**src/rtl/ialu_pkg.sv**
```systemverilog
// ialu_pkg: opcodes, status codes and the packet type handed between the alu cells
// no dependencies
`default_nettype none
package ialu_pkg;
  localparam int DATA_WIDTH_DEF = 32;
  localparam int KIND_W = 4;
  localparam int STATUS_W = 2;

  localparam logic [KIND_W-1:0] OP_ADD = 4'd0;
  localparam logic [KIND_W-1:0] OP_SUB = 4'd1;
  localparam logic [KIND_W-1:0] OP_DIV = 4'd2;
  localparam logic [KIND_W-1:0] OP_MUL = 4'd3;
  localparam logic [KIND_W-1:0] OP_POW = 4'd4;
  localparam logic [KIND_W-1:0] OP_AND = 4'd5;
  localparam logic [KIND_W-1:0] OP_OR  = 4'd6;
  localparam logic [KIND_W-1:0] OP_XOR = 4'd7;

  localparam logic [STATUS_W-1:0] ST_OK    = 2'd0;
  localparam logic [STATUS_W-1:0] ST_DIV0  = 2'd1;
  localparam logic [STATUS_W-1:0] ST_BADOP = 2'd2;
  localparam logic [STATUS_W-1:0] ST_OVF   = 2'd3;

  // control carried alongside the data through the chain
  typedef struct packed {
    logic                valid;
    logic [KIND_W-1:0]   kind;
    logic                neg;     // negate final result
    logic                done;    // result already settled
    logic [STATUS_W-1:0] status;
  } ctl_t;
endpackage
`default_nettype wire

```
**src/rtl/ialu_cell.sv**
```systemverilog
// ialu_cell: one stage of the chain; one restoring divide step or one power step
// depends on ialu_pkg
`default_nettype none
module ialu_cell import ialu_pkg::*; #(
  parameter int DATA_WIDTH = DATA_WIDTH_DEF,
  parameter int IDX = 0
) (
  input  wire logic                  clk,
  input  wire logic                  rst_n,
  input  wire logic                  en,
  input  wire ctl_t                  ctl_i,
  input  wire logic [DATA_WIDTH-1:0] acc_i,   // quotient bits / power result
  input  wire logic [DATA_WIDTH-1:0] rem_i,   // partial remainder / squared base
  input  wire logic [DATA_WIDTH-1:0] opa_i,   // dividend magnitude / exponent
  input  wire logic [DATA_WIDTH-1:0] opb_i,   // divisor magnitude / limit
  input  wire logic                  bov_i,   // squared base beyond limit
  output ctl_t                       ctl_o,
  output logic [DATA_WIDTH-1:0]      acc_o,
  output logic [DATA_WIDTH-1:0]      rem_o,
  output logic [DATA_WIDTH-1:0]      opa_o,
  output logic [DATA_WIDTH-1:0]      opb_o,
  output logic                       bov_o
);
  localparam int W = DATA_WIDTH;
  localparam int BIT = W - 1 - IDX;

  ctl_t ctl_nxt;
  logic [W-1:0] acc_nxt, rem_nxt;
  logic bov_nxt;
  logic [W:0] trial;
  logic [2*W-1:0] prod, sq;
  logic pow_ovf;

  // one quotient bit, or one square-and-multiply step
  always_comb begin
    ctl_nxt = ctl_i;
    acc_nxt = acc_i;
    rem_nxt = rem_i;
    bov_nxt = bov_i;
    trial = {rem_i, opa_i[BIT]} - {1'b0, opb_i};
    prod = {{W{1'b0}}, acc_i} * {{W{1'b0}}, rem_i};
    sq = {{W{1'b0}}, rem_i} * {{W{1'b0}}, rem_i};
    pow_ovf = 1'b0;
    if (ctl_i.valid && !ctl_i.done && ctl_i.kind == OP_DIV) begin
      if (!trial[W]) begin
        rem_nxt = trial[W-1:0];
        acc_nxt = {acc_i[W-2:0], 1'b1};
      end else begin
        rem_nxt = {rem_i[W-2:0], opa_i[BIT]};
        acc_nxt = {acc_i[W-2:0], 1'b0};
      end
    end else if (ctl_i.valid && !ctl_i.done && ctl_i.kind == OP_POW) begin
      // exponent bit IDX, lsb first; base powers squared each step
      if (IDX < W && opa_i[IDX]) begin
        if (bov_i || prod[2*W-1:W] != '0 || prod[W-1:0] > opb_i) pow_ovf = 1'b1;
        acc_nxt = prod[W-1:0];
      end
      if (opa_i >> (IDX + 1) != '0) begin
        if (bov_i) pow_ovf = 1'b1;
      end
      rem_nxt = sq[W-1:0];
      bov_nxt = bov_i || sq[2*W-1:W] != '0 || sq[W-1:0] > opb_i;
      if (pow_ovf) begin
        ctl_nxt.done = 1'b1;
        ctl_nxt.status = ST_OVF;
      end
    end
  end

  // hand on to the neighbor
  always_ff @(posedge clk) begin
    if (!rst_n) begin
      ctl_o.valid <= 1'b0;
    end else if (en) begin
      ctl_o.valid <= ctl_nxt.valid;
    end
    if (en) begin
      ctl_o.kind <= ctl_nxt.kind;
      ctl_o.neg <= ctl_nxt.neg;
      ctl_o.done <= ctl_nxt.done;
      ctl_o.status <= ctl_nxt.status;
      acc_o <= acc_nxt;
      rem_o <= rem_nxt;
      opa_o <= opa_i;
      opb_o <= opb_i;
      bov_o <= bov_nxt;
    end
  end
endmodule
`default_nettype wire
```
**config.mk**
```make
export PLATFORM = sky130hd
export DESIGN_NAME = ialu_cell
export DESIGN_NICKNAME = d
export VERILOG_FILES = /design/src/rtl/ialu_pkg.sv /design/src/rtl/ialu_cell.sv
export SDC_FILE = /design/constraint.sdc
export NUM_CORES = 2
export LEC_CHECK = 0
export BUFFER_PORTS_ARGS = -buffer_cell sky130_fd_sc_hd__buf_4
export CAP_MARGIN = 20
export CORE_MARGIN = 5
export CORE_UTILIZATION = 60
export DETAILED_ROUTE_END_ITERATION = 12
export PLACE_DENSITY = 0.82
export SYNTH_ARGS = -nofsm -noshare
export SYNTH_HDL_FRONTEND = slang
export SYNTH_SLANG_ARGS = --single-unit
export TNS_END_PERCENT = 5
```
**constraint.sdc**
```tcl
create_clock -name clk -period 12.9 [get_ports clk]
set_input_delay 1.935 -clock clk [delete_from_list [all_inputs] [get_ports clk]]
set_output_delay 1.935 -clock clk [all_outputs]
set_load 0.02 [all_outputs]
```
Yosys cells after proc, flatten, opt, wreduce, memory -nomap -nowiden. Index checks and enable logic that the tools add are counted.

Bits in registers: 138. Input port bits: 141. Output and inout port bits: 138. Logic and storage cells: 46.

$add $sub $neg: 1. $mul: 2. Order comparisons: 2. Equality and inequality tests: 2. Muxes and demuxes: 18. Reductions and logical operators: 11.

Operator list (count): two-way mux 32 bit (6); multiplier 32 x 32 -> 64 bit (2); nonzero test 32 bit (3); > comparator 32 bit (2); subtractor 33 x 32 -> 33 bit (1); two-way mux 1 bit (9); two-way mux 3 bit (3); == test 4 x 2 -> 1 bit (second input constant) (1); == test 4 x 3 -> 1 bit (second input constant) (1); logical OR 1 bit (4); logical AND 1 bit (3); logical NOT 1 bit (1).

Logic depth before layout (Yosys ltp).
Word-level depth: 13. Mapped depth: 41. Gate-level depth less buffers: 39.

Worst setup path after synthesis. OpenSTA, ideal clock, no wires.

Path type: in2reg. From: input port rem_i[3]. To: register bov_o (data pin). Library setup time: 0.275 ns. Arrival: 10.569 ns. Required time: 12.625 ns. Path slack: 2.056 ns. Stages: 39. Buffers on the path: 2. Cell sequence: clkbuf_1 > clkbuf_1 > nand2_1 > fa_1 > inv_1 > fa_1 > inv_1 > fa_1 > inv_1 > fa_1 > fa_1 > inv_1 > fa_1 > fa_1 > fa_1 > inv_1 > ha_1 > nand2_1 > [... 3 more ...] > a31oi_1 > o21ai_0 > a21o_1 > a22oi_1 > mux2i_1 > or2_2 > ha_1 > a21oi_1 > nor2b_1 > o21ai_0 > nand2b_1 > a221oi_1 > a41o_1 > o2111ai_1 > nor4_1 > nand4_1 > nor4_1 > a32oi_1.

Longest elaborated chain between the ends: 6. Elaborated cells between the ends (all ways): 7. Those cells by class: 1 x mul; 1 x order compare; 2 x mux; 3 x reduce/logical.

Ends and longest elaborated chain: start, declared (RTL line ialu_cell.sv:13) `input wire logic [DATA_WIDTH-1:0] rem_i,`; multiplier 32 x 32 -> 64 bit * (RTL line ialu_cell.sv:42) `sq = {{W{1'b0}}, rem_i} * {{W{1'b0}}, rem_i};`; branches (longest 2 deep; another with > comparator 32 bit); logical OR 1 bit * (RTL line ialu_cell.sv:62) `bov_nxt = bov_i || sq[2*W-1:W] != '0 || sq[W-1:0] > opb_i;`; two-way mux 1 bit * (RTL line ialu_cell.sv:52) `end else if (ctl_i.valid && !ctl_i.done && ctl_i.kind == OP_POW) begin`; two-way mux 1 bit * (RTL line ialu_cell.sv:44) `if (ctl_i.valid && !ctl_i.done && ctl_i.kind == OP_DIV) begin`; net bov_nxt (RTL line ialu_cell.sv:29) `logic bov_nxt;`; end signal, assigned (RTL line ialu_cell.sv:86) `bov_o <= bov_nxt;`; end, declared (RTL line ialu_cell.sv:22) `output logic bov_o`.

Mark *: on every way through the listed nets, which the timed path passes. A chain may end at the register's enable or synchronous reset.

Worst setup path in the final report.
From: input port rem_i[8]. To: register bov_o (data pin).

The elaborated chain is that of the path after synthesis.

==> impl_metrics.csv <==
group,metric,value,unit
worst_setup_path,r2r_end,"ctl_o[8]",
timing,worst_pin_slew,1.15,ns
worst_setup_path,crit_end,"bov_o",
die,initial_core_util,60.2,%
worst_setup_path,rr_worst_depth,2,
clock_tree,post_cts_buffers,0,
worst_setup_path,critical_path.top_delay_family,"adder cells",
worst_setup_path,end_kind,"register",
timing,hold_viol,0,
die,core_area,119000,µm²
grt,antenna_found_initial,8,
synth,async_flop_share,0,%
worst_setup_path,r2r_start,"ctl_o[8]",
synth,yosysWarnings,0,
die,die_h,356,µm
drt,drc,0,
synth,synth-seq-cells,138,
job,maxCapViolations,0,
clock_tree,clock_latency,0.49,ns
finish,layout.nets,10260,
grt,grt_pass1_wl,337000,µm
clock_tree,h-tree-depth,4,
outcome,status,"completed",
worst_setup_path,critPathLaunchType,"input pin",
clock_tree,cts_resized,0,
drt,wl_per_cell,22.5,µm
clock_tree,clock_path_buffers,2,
worst_setup_path,crit_arrival,12.18,ns
synth,yosysMostFrequentCell,"inv_1",
finish,drive_above_1_share,5.27,%
worst_setup_path,critPathSlowestCell,"o21ai_0",
synth,synth_edf_count,137,
worst_setup_path,cp_num_cells,38,
synth,synth_ff_type,"edfxtp_1",
placed_design,dp_hpwl,168000,µm
clock_tree,clk_pin_slew,0.09,ns
worst_setup_path,critPathLaunch,"rem_i[8]",
timing,finalSetupViolCount,0,
drt,routed_wl,212000,µm
synth,netlist_instances,7839,
timing,fmax,83.6,MHz
synth,synthTopCellsByCount,"inv_1 (1775), fa_1 (1710), and2_1 (857), nand2_1 (856), ha_1 (618)",
placed_design,gp_congestion,0.991,
die,die_w,356,µm
worst_setup_path,crit_type,"in2reg",
drt,ant_nets,0,
drt,dr.pass1.iters,6,
worst_setup_path,required,13.11,ns
synth,synth_top_area_cell,"fa_1",
worst_setup_path,r2r_slack,12.30,ns
worst_setup_path,cp_max_fo,24,
synth,synth_area_leaders,"fa_1 (48%), ha_1 (11%), inv_1 (9.3%)",
drt,dr_total_vias,55649,
worst_setup_path,critPathMaxStageDelay,0.74,ns
synth,seq_area_frac_synth,5.74,%
drt,drtIter0Drc,4640,
finish,postLayoutCoreUtil,63.3,%
finish,fill_cells,9590,
drt,via_per_inst,5.91,
die,die_area,127000,µm²
grt,grt_pass1_vias,61109,
placed_design,portBuffers,278,
clock_tree,cts_tree,"done",
clock_tree,cts_buffers,17,
timing,rsz0062_at_grt,"no",
timing,skew,0,ns
timing,min_period_over_period,92.7,%
clock_tree,cts.sinks,138,
synth,yosysTopAreaCellShare,47.6,%
grt,grt.total_usage,34.3,%
die,fp-row-count,127,
synth,syn_area,72000,µm²
timing,slew_headroom,23.2,%
timing,drv_slew,0,
worst_setup_path,cp_common_cell,"fa_1",
clock_tree,ctsRootBufferMaster,"clkbuf_16",
worst_setup_path,crit_buf_inv,6,
grt,grt_max_degree,80,
synth,synth_area_per_cell,9.18,µm²
clock_tree,cts_hold_buf,0,
finish,area_growth,5.11,%
timing,fin_tns_setup,0,ns
grt,overflow,0,
synth,synthesis.nets,10308,
timing,period_needed,11.96,ns
synth,synth.distinct_cells,89,
die,ioPinCount,279,
hold_path,hold_class,"reg2reg",
==> cells in the final DEF, fill, tap and decap left out, types with 33 or more instances in the layout <==
cell / Yosys / routed
ha_1: 618 / 618
xnor2_1: 71 / 71
a31oi_1: 66 / 66
a21o_1: 70 / 70
o211ai_1: 33 / 33
fa_1: 1710 / 1710
o21ai_0: 142 / 142
xor2_1: 40 / 39
and2_1: 857 / 857
buf_4: 0 / 336
edfxtp_1: 137 / 137
a21oi_1: 230 / 230
nand4_1: 66 / 66
inv_1: 1775 / 1775
mux2i_1: 35 / 35
o21a_1: 38 / 38
nor3_1: 47 / 47
nand3_1: 33 / 33
nor2_1: 254 / 254
nand2_1: 856 / 856
==> per-layer routing <==
| layer | vias to the layer above | share of wire [%] | routed length, µm | track usage, % |
|---|---|---|---|---|
| met5 | - | 0.0061 | 13 | 0 |
| met3 | 781 | 9.8 | 20800 | 6.47 |
| met2 | 3120 | 47 | 99600 | 56.0 |
| met1 | 28131 | 36 | 75600 | 42.7 |
| met4 | 2 | 7.5 | 15800 | 20.7 |
| li1 | 23615 | - | - | - |
==> stage by stage <==
| stage | hold WS [ns] | instance area [µm²] | std cells | setup slack [ns] |
|---|---|---|---|---|
| after global placement | 0.503 | 75000 | 9384 | 0.942 |
| after floorplan | 0.589 | 72000 | 7839 | 2.06 |
| after CTS | 0.533 | 75700 | 9416 | 1.22 |
| after global routing | 0.581 | 75700 | 9416 | 0.459 |
| final | 0.539 | 75700 | 9421 | 0.935 |
| after detailed placement | 0.520 | 75000 | 9384 | 0.717 |
==> flip-flops by register name, summed over array words and instances (netlist names) <==
name / flops
acc_o: 32
bov_o: 1
ctl_o: 9
opa_o: 32
opb_o: 32
rem_o: 32
==> how the worst min path moves through the flow <==
stage | slack [ns] | start | cells past startpoint | to
final | 0.54 | ctl_o[8] | 2 | ctl_o[8]
after detailed placement | 0.52 | ctl_o[8] | 2 | ctl_o[8]
after global routing | 0.58 | ctl_o[8] | 2 | ctl_o[8]
after floorplan | 0.59 | ctl_o[8] | 2 | ctl_o[8]
after global placement | 0.50 | ctl_o[8] | 2 | ctl_o[8]
after CTS | 0.53 | ctl_o[8] | 2 | ctl_o[8]
==> logic make-up after synthesis <==
| kind of cell | synth area share, % |
|---|---|
| muxes | 0.581 |
| other | 0.0104 |
| DFF | 5.74 |
| AOI/OAI and AO/OA | 6.74 |
| xor gates and xnor gates | 1.35 |
| and+or+nand+nor | 15.9 |
| adders and majority gates | 58.3 |
| buffers and inverters | 11.4 |
==> worst reg2reg max path, delay by kind of cell (launching register included) <==
| kind | cells | cell delay, ns |
|---|---|---|
| DFF | 1 | 0.31 |
| and+or+nand+nor | 1 | 0.06 |
| muxes | 1 | 0.12 |
==> cell type report <==
cell class                 count  area (µm²)  share of cell area [%]
clock inverter                15         189                   0.250
antenna                        5        12.5                  0.0165
sequential                   138        4130                    5.46
clock buffer                  17         425                   0.562
timing repair buffer         337        2530                    3.35
multi-input combinational   5514       59700                    78.8
tap                         1612        2020                    2.67
inverter                    1783        6690                    8.85
Power is not shown: default switching activity piles up to over one toggle a cycle in this logic, so the estimate is an artifact.
